[config.mk]
export PLATFORM = sky130hd
export DESIGN_NAME = rpes_cell
export DESIGN_NICKNAME = d
export VERILOG_FILES = /design/src/hdl/rpes_pkg.sv /design/src/hdl/rpes_cell.sv
export SDC_FILE = /design/constraint.sdc
export NUM_CORES = 1
export LEC_CHECK = 0
export ABC_AREA = 1
export BUFFER_PORTS_ARGS = -buffer_cell sky130_fd_sc_hd__buf_2
export CORE_UTILIZATION = 30
export DETAILED_ROUTE_END_ITERATION = 6
export GPL_TIMING_DRIVEN = 0
export PLACE_DENSITY = 0.56
export SLEW_MARGIN = 20
export SYNTH_ARGS = -nofsm -noshare
export SYNTH_HDL_FRONTEND = slang
export SYNTH_SLANG_ARGS = --single-unit
export TNS_END_PERCENT = 30
[constraint.sdc]
create_clock -name i_clk -period 4 [get_ports i_clk]
set_input_delay 0.8 -clock i_clk [delete_from_list [all_inputs] [get_ports i_clk]]
set_output_delay 0.8 -clock i_clk [all_outputs]
set_load 0.02 [all_outputs]
[src/hdl/rpes_pkg.sv]
// ----------------------------------------------------------------------------
// rpes_pkg - shared types for the row positive-element sorter
// Word formats, cell control bundle and sizing constants.
// ----------------------------------------------------------------------------
package rpes_pkg;

    localparam int MAX_COLS = 64;
    localparam int IDX_W    = $clog2(MAX_COLS);
    localparam int CNT_W    = $clog2(MAX_COLS + 1);

    typedef struct packed {
        logic [31:0] element_bits;
        logic        last_in_row;
        logic        last_row;
    } t_in_word;

    typedef struct packed {
        logic [31:0] sorted_bits;
        logic        row_done;
        logic        matrix_done;
    } t_out_word;

    // Broadcast from the sequencer to every cell
    typedef struct packed {
        logic             load;    // store word at slot len
        logic             insert;  // insert word into sorted chain
        logic             emit;    // shift row chain down one slot
        logic             pop;     // shift sorted chain down one slot
        logic [31:0]      word;
        logic             pos;
        logic [CNT_W-1:0] len;
        logic [CNT_W-1:0] npos;
    } t_cell_ctrl;

endpackage

[src/hdl/rpes_cell.sv]
// ----------------------------------------------------------------------------
// rpes_cell - one slot of the sorter chain
// Holds one row element, its positive flag and one sorted positive value.
// ----------------------------------------------------------------------------
module rpes_cell (
    input  logic                       i_clk,
    input  logic [rpes_pkg::IDX_W-1:0] i_idx,
    input  rpes_pkg::t_cell_ctrl       i_ctrl,
    input  logic                       i_gt_prev,
    input  logic [31:0]                i_sort_prev,
    input  logic [31:0]                i_sort_next,
    input  logic [31:0]                i_row_next,
    input  logic                       i_pos_next,
    output logic                       o_gt,
    output logic [31:0]                o_sort,
    output logic [31:0]                o_row,
    output logic                       o_pos
);

    logic [31:0] r_sort;
    logic [31:0] r_row;
    logic        r_pos;
    logic        w_occ;
    logic        w_here;

    assign w_occ  = {1'b0, i_idx} < i_ctrl.npos;
    assign w_here = {1'b0, i_idx} == i_ctrl.npos;
    assign o_gt   = w_occ && (r_sort > i_ctrl.word);
    assign o_sort = r_sort;
    assign o_row  = r_row;
    assign o_pos  = r_pos;

    // sorted chain: parallel insertion, or shift down on pop
    always_ff @(posedge i_clk) begin
        if (i_ctrl.insert) begin
            if (i_gt_prev) begin
                r_sort <= i_sort_prev;
            end else if (o_gt || w_here) begin
                r_sort <= i_ctrl.word;
            end
        end else if (i_ctrl.pop) begin
            r_sort <= i_sort_next;
        end
    end

    // row chain: written in place, shifted out towards slot 0
    always_ff @(posedge i_clk) begin
        if (i_ctrl.load && ({1'b0, i_idx} == i_ctrl.len)) begin
            r_row <= i_ctrl.word;
            r_pos <= i_ctrl.pos;
        end else if (i_ctrl.emit) begin
            r_row <= i_row_next;
            r_pos <= i_pos_next;
        end
    end

endmodule

Word level (Yosys, flattened, before mapping)
Cells that the tools add are included.
{ "word_totals": {"regBits": 65, "output_inout_bits": 66, "wordCells": 22} }
{ "classes": {"n_lt_le_gt_ge": 2, "n_eq_ne": 3, "muxes": 8, "n_reduce_logical": 6} }
{ "ops": {"columns": ["op", "n"], "rows": [
  ["$mux 32", 6],
  ["$gt 32x32->1", 1],
  ["$eq 6x7->1", 2],
  ["$lt 6x7->1", 1],
  ["$reduce_bool 2->1", 2],
  ["$ne 3x1->1 const B", 1],
  ["$logic_and 1x1->1", 2],
  ["$mux 1", 2],
  ["$reduce_and 2->1", 1],
  ["$logic_or 1x1->1", 1]
]} }

Depth between registers and ports, before layout
{ "depth": {"word_depth": 6, "mapped_depth": 15} }

Worst setup path before layout
No wires, ideal clock.
{ "synth_path": {"path_type": "input-to-reg", "startpoint": "input port i_ctrl[46] in the netlist's numbering", "endpoint": "register r_sort[0], in the netlist o_sort[0] (enable)", "setup_time_ns": 0.432, "arrival_ns": 3.268, "t_required_ns": 3.568, "slack_ns": 0.300, "stages": 10, "n_path_buf": 0, "cell_sequence": "inv_1 ha_1 nand2_1 nor2_1 nand2_1 nor2_1 nand2_1 nand2_1 nand2_1 a21oi_1"} }
{ "synth_via": {"elab_chain_len": 5} }
{ "synth_lines": {"columns": ["item", "line_no", "text"], "rows": [
  ["start, declared", "rpes_cell.sv:8", "input rpes_pkg::t_cell_ctrl i_ctrl,"],
  ["$gt 32x32->1", "rpes_cell.sv:28", "assign o_gt = w_occ && (r_sort > i_ctrl.word);"],
  ["$logic_and 1x1->1", "rpes_cell.sv:28", null],
  ["$logic_or 1x1->1", "rpes_cell.sv:38", "end else if (o_gt || w_here) begin"],
  ["$ne 3x1->1 (no source line)", null, null],
  ["$reduce_and 2->1 (no source line)", null, null],
  ["end signal, assigned", "rpes_cell.sv:37", "r_sort <= i_sort_prev;"],
  ["end signal, assigned", "rpes_cell.sv:39", "r_sort <= i_ctrl.word;"],
  ["end signal, assigned", "rpes_cell.sv:42", "r_sort <= i_sort_next;"],
  ["end, declared", "rpes_cell.sv:20", "logic [31:0] r_sort;"]
]} }
No other way between the ends.
A chain may end at the register's enable or synchronous reset.

Worst setup path after layout
{ "layout_path": {"startpoint": "input port i_ctrl[38] in the netlist's numbering", "endpoint": "output port o_gt"} }
{ "layout_via": {"elab_chain_len": 2} }
{ "layout_lines": {"columns": ["item", "line_no", "text"], "rows": [
  ["$gt 32x32->1", "rpes_cell.sv:28", null],
  ["$logic_and 1x1->1", "rpes_cell.sv:28", null],
  ["end, declared", "rpes_cell.sv:14", "output logic o_gt,"]
]} }
No other way between the ends.

==> flow_metrics.tcl <==
set metrics [dict create \
    outcome "finished clean" \
    cts_resized 0 \
    cts_hold_buf 0 \
    dp_cells 859 \
    syn_nets 657 \
    ys_seq_elements 65 \
    skew_ns 0.00517 \
    cp.arrival_ns 2.29 \
    synthCells 463 \
    final_common_cell "buf_2" \
    hpwl_um 10200 \
    grt_pass1_vias 4049 \
    die_w_um 118 \
    gp_congestion 0.826 \
    power.leakage_nw 2.82 \
    grt_pass1_wl_um 20400 \
    via_per_inst 4.69 \
    fin_util_pct 42.8 \
    die_height_um 118 \
    syn_to_final_growth_pct 39.6 \
    worstPathCellList "buf_2, inv_1, ha_1, nand2_1, nor2_1, nand4_1, nor2_1, nand2_1, nand2_1, nand2_1, inv_1, buf_2" \
    grt_max_degree 34 \
    max_freq_mhz 323 \
    nets 888 \
    antenna_left 0 \
    clk_pin_slew_ns 0.05 \
    layout.cells.non_filler 873 \
    start_util_pct 30.7 \
    seq_area_frac_synth_pct 48.2 \
    ys_warn_count 0 \
    syn-cell-area_um2 4050 \
    cts_buffers 9 \
    cp_slowest_cell "ha_1" \
    cp_data_required_time_ns 3.20 \
    cts_tree "done" \
    ir_worst_vdd_mv 0.168 \
    design_area_um2 5650 \
    rsz0062_at_grt "false" \
    slew_viol_final 0 \
    drc 0 \
    rr_startpoint "o_sort[23]$_DFFE_PP_" \
    io_buffer_count 219 \
    fillCellCount 1371 \
    tightestPinTransition_ns 0.825 \
    postLayoutSetupSlackWorst_ns 0.908 \
    num_vias 4093 \
    ys_types 21 \
    cts_setup_buffers 0 \
    drt-initial-drc-count 248 \
    p_per_area_nw_per_um2 358 \
    coreArea_um2 13200 \
    pin_count 222 \
    hold_class "input port to flop" \
    crit_path_start_kind "input port" \
    power_mw 2.02 \
    maxSlewHeadroom_pct 44.8 \
    clock-root-buffer "clkbuf_16" \
    grt_usage_pct 18.9 \
    postPlaceCellArea_um2 5410 \
    timing.final.crit_share_pct 77.3 \
    drive_gt1_share_pct 35.1 \
    period_minus_slack_ns 3.09 \
    cp_top_family "simple AND/OR/NAND/NOR gates" \
    path_buf_inv 4 \
    final_cell_mix "buf_2, nor2_1, nand2_1" \
    postSynthAreaPerCell_um2 8.74 \
    h-tree-depth 3 \
    drt_first_pass_iters 5 \
    finalSetupViolations 0 \
    path_class "input port to output port" \
    crit_top_cell "nand2_1" \
    dp_slack_ns 0.725 \
    fp.dieArea_um2 14000 \
    gr-total-overflow 0 \
    hold_viol 0 \
    startpoint "i_ctrl[38]" \
    rows 42 \
    worstPathMaxFanout 3 \
    antenna_found_initial 2 \
    clock_latency_ns 0.32 \
    worstSetupEndpointType "output port" \
    wl_per_cell_um 14.8 \
    max_stage_delay_ns 0.30 \
    cap_violations 0 \
    clk_path_buf_depth 2 \
    drt-total-wl_um 12900 \
    cts_sinks 65 \
    hold_start "i_row_next[0]" \
]
[logic make-up (layout without fill, tap and decap cells)]
| family | count (synthesis) | after routing | synth area share, % |
|---|---|---|---|
| xor gates and xnor gates | 6 | 6 | 1.30 |
| other | 0 | 1 | 0 |
| adders and majority gates | 38 | 38 | 11.7 |
| buffers and inverters | 71 | 304 | 7.39 |
| and+or+nand+nor | 159 | 159 | 15.4 |
| AOI/OAI and AO/OA | 124 | 124 | 15.9 |
| DFF | 65 | 65 | 48.2 |
[sequential cells by signal (all words and copies together) (netlist names)]
signal	cells
o_pos	1
o_row	32
o_sort	32
[metal layers]
metal	global-route usage, %	up-vias	part of all wire [%]
met5	0	-	0.078
met4	5.77	2	1.9
met3	4.83	17	7.5
met2	32.5	173	49
met1	23.0	1871	41
li1	-	2030	-
[synth_stat cells]
library cell,instances,area (um^2)
nor2_1,78,293
nand2_1,72,270
edfxtp_1,65,1950
a21oi_1,50,250
inv_1,50,188
o21ai_0,40,200
ha_1,38,475
o21ai_1,26,130
clkbuf_1,15,56.3
xor2_1,6,52.6
buf_6,4,45.0
o21ai_2,4,35.0
nand3_1,3,15.0
nand4_1,3,18.8
a21o_1,2,15.0
o21a_1,2,15.0
buf_2,1,5.00
clkbuf_2,1,5.00
nand3_2,1,10.0
nor3_1,1,5.00
nor4_2,1,12.5
[layout make-up]
type                            instances  area [um^2]  share of cell area [%]
Multi-Input combinational cell        327         1810                    32.1
Tap cell                              176          220                    3.90
Inverter                               50          188                    3.32
Clock buffer                           11          233                    4.12
Sequential cell                        65         1950                    34.5
Buffer                                 21          111                    1.97
Clock inverter                          2         8.76                   0.155
Timing Repair Buffer                  220         1120                    19.9
Antenna cell                            1         2.50                  0.0443
[report_power, final]
| group | internal (mW) | total [mW] | switching (mW) |
|---|---|---|---|
| registers | 0.833 | 0.860 | 0.0272 |
| logic | 0.192 | 0.493 | 0.300 |
| clock network | 0.405 | 0.671 | 0.265 |
[through the flow]
| step | hold WS (ns) | setup TNS (ns) |
|---|---|---|
| 2_1_floorplan | 0.991 | 0 |
| 3_3_place_gp | 1.08 | -33.78 |
| 3_5_place_dp | 1.08 | 0 |
| 4_1_cts | 0.740 | 0 |
| 5_1_grt | 0.756 | 0 |
| 6_report | 0.752 | 0 |
[worst paths after layout]
| check | to | slack, ns | cells past startpoint |
|---|---|---|---|
| hold reg to reg | o_sort[1]$_DFFE_PP_ | 1.28 | 6 |
| setup reg to reg | o_sort[19]$_DFFE_PP_ | 1.34 | 10 |
| setup / recovery | o_gt | 0.91 | 12 |
| hold / removal | o_row[0]$_DFFE_PP_ | 0.75 | 3 |
[worst min-delay path, delay by kind of cell]
kind                   cells  cell delay (ns)
AOI/OAI and AO/OA          1             0.04
and+or+nand+nor            1             0.05
buffers and inverters      1             0.08
Power figures use the tool's default switching activity.
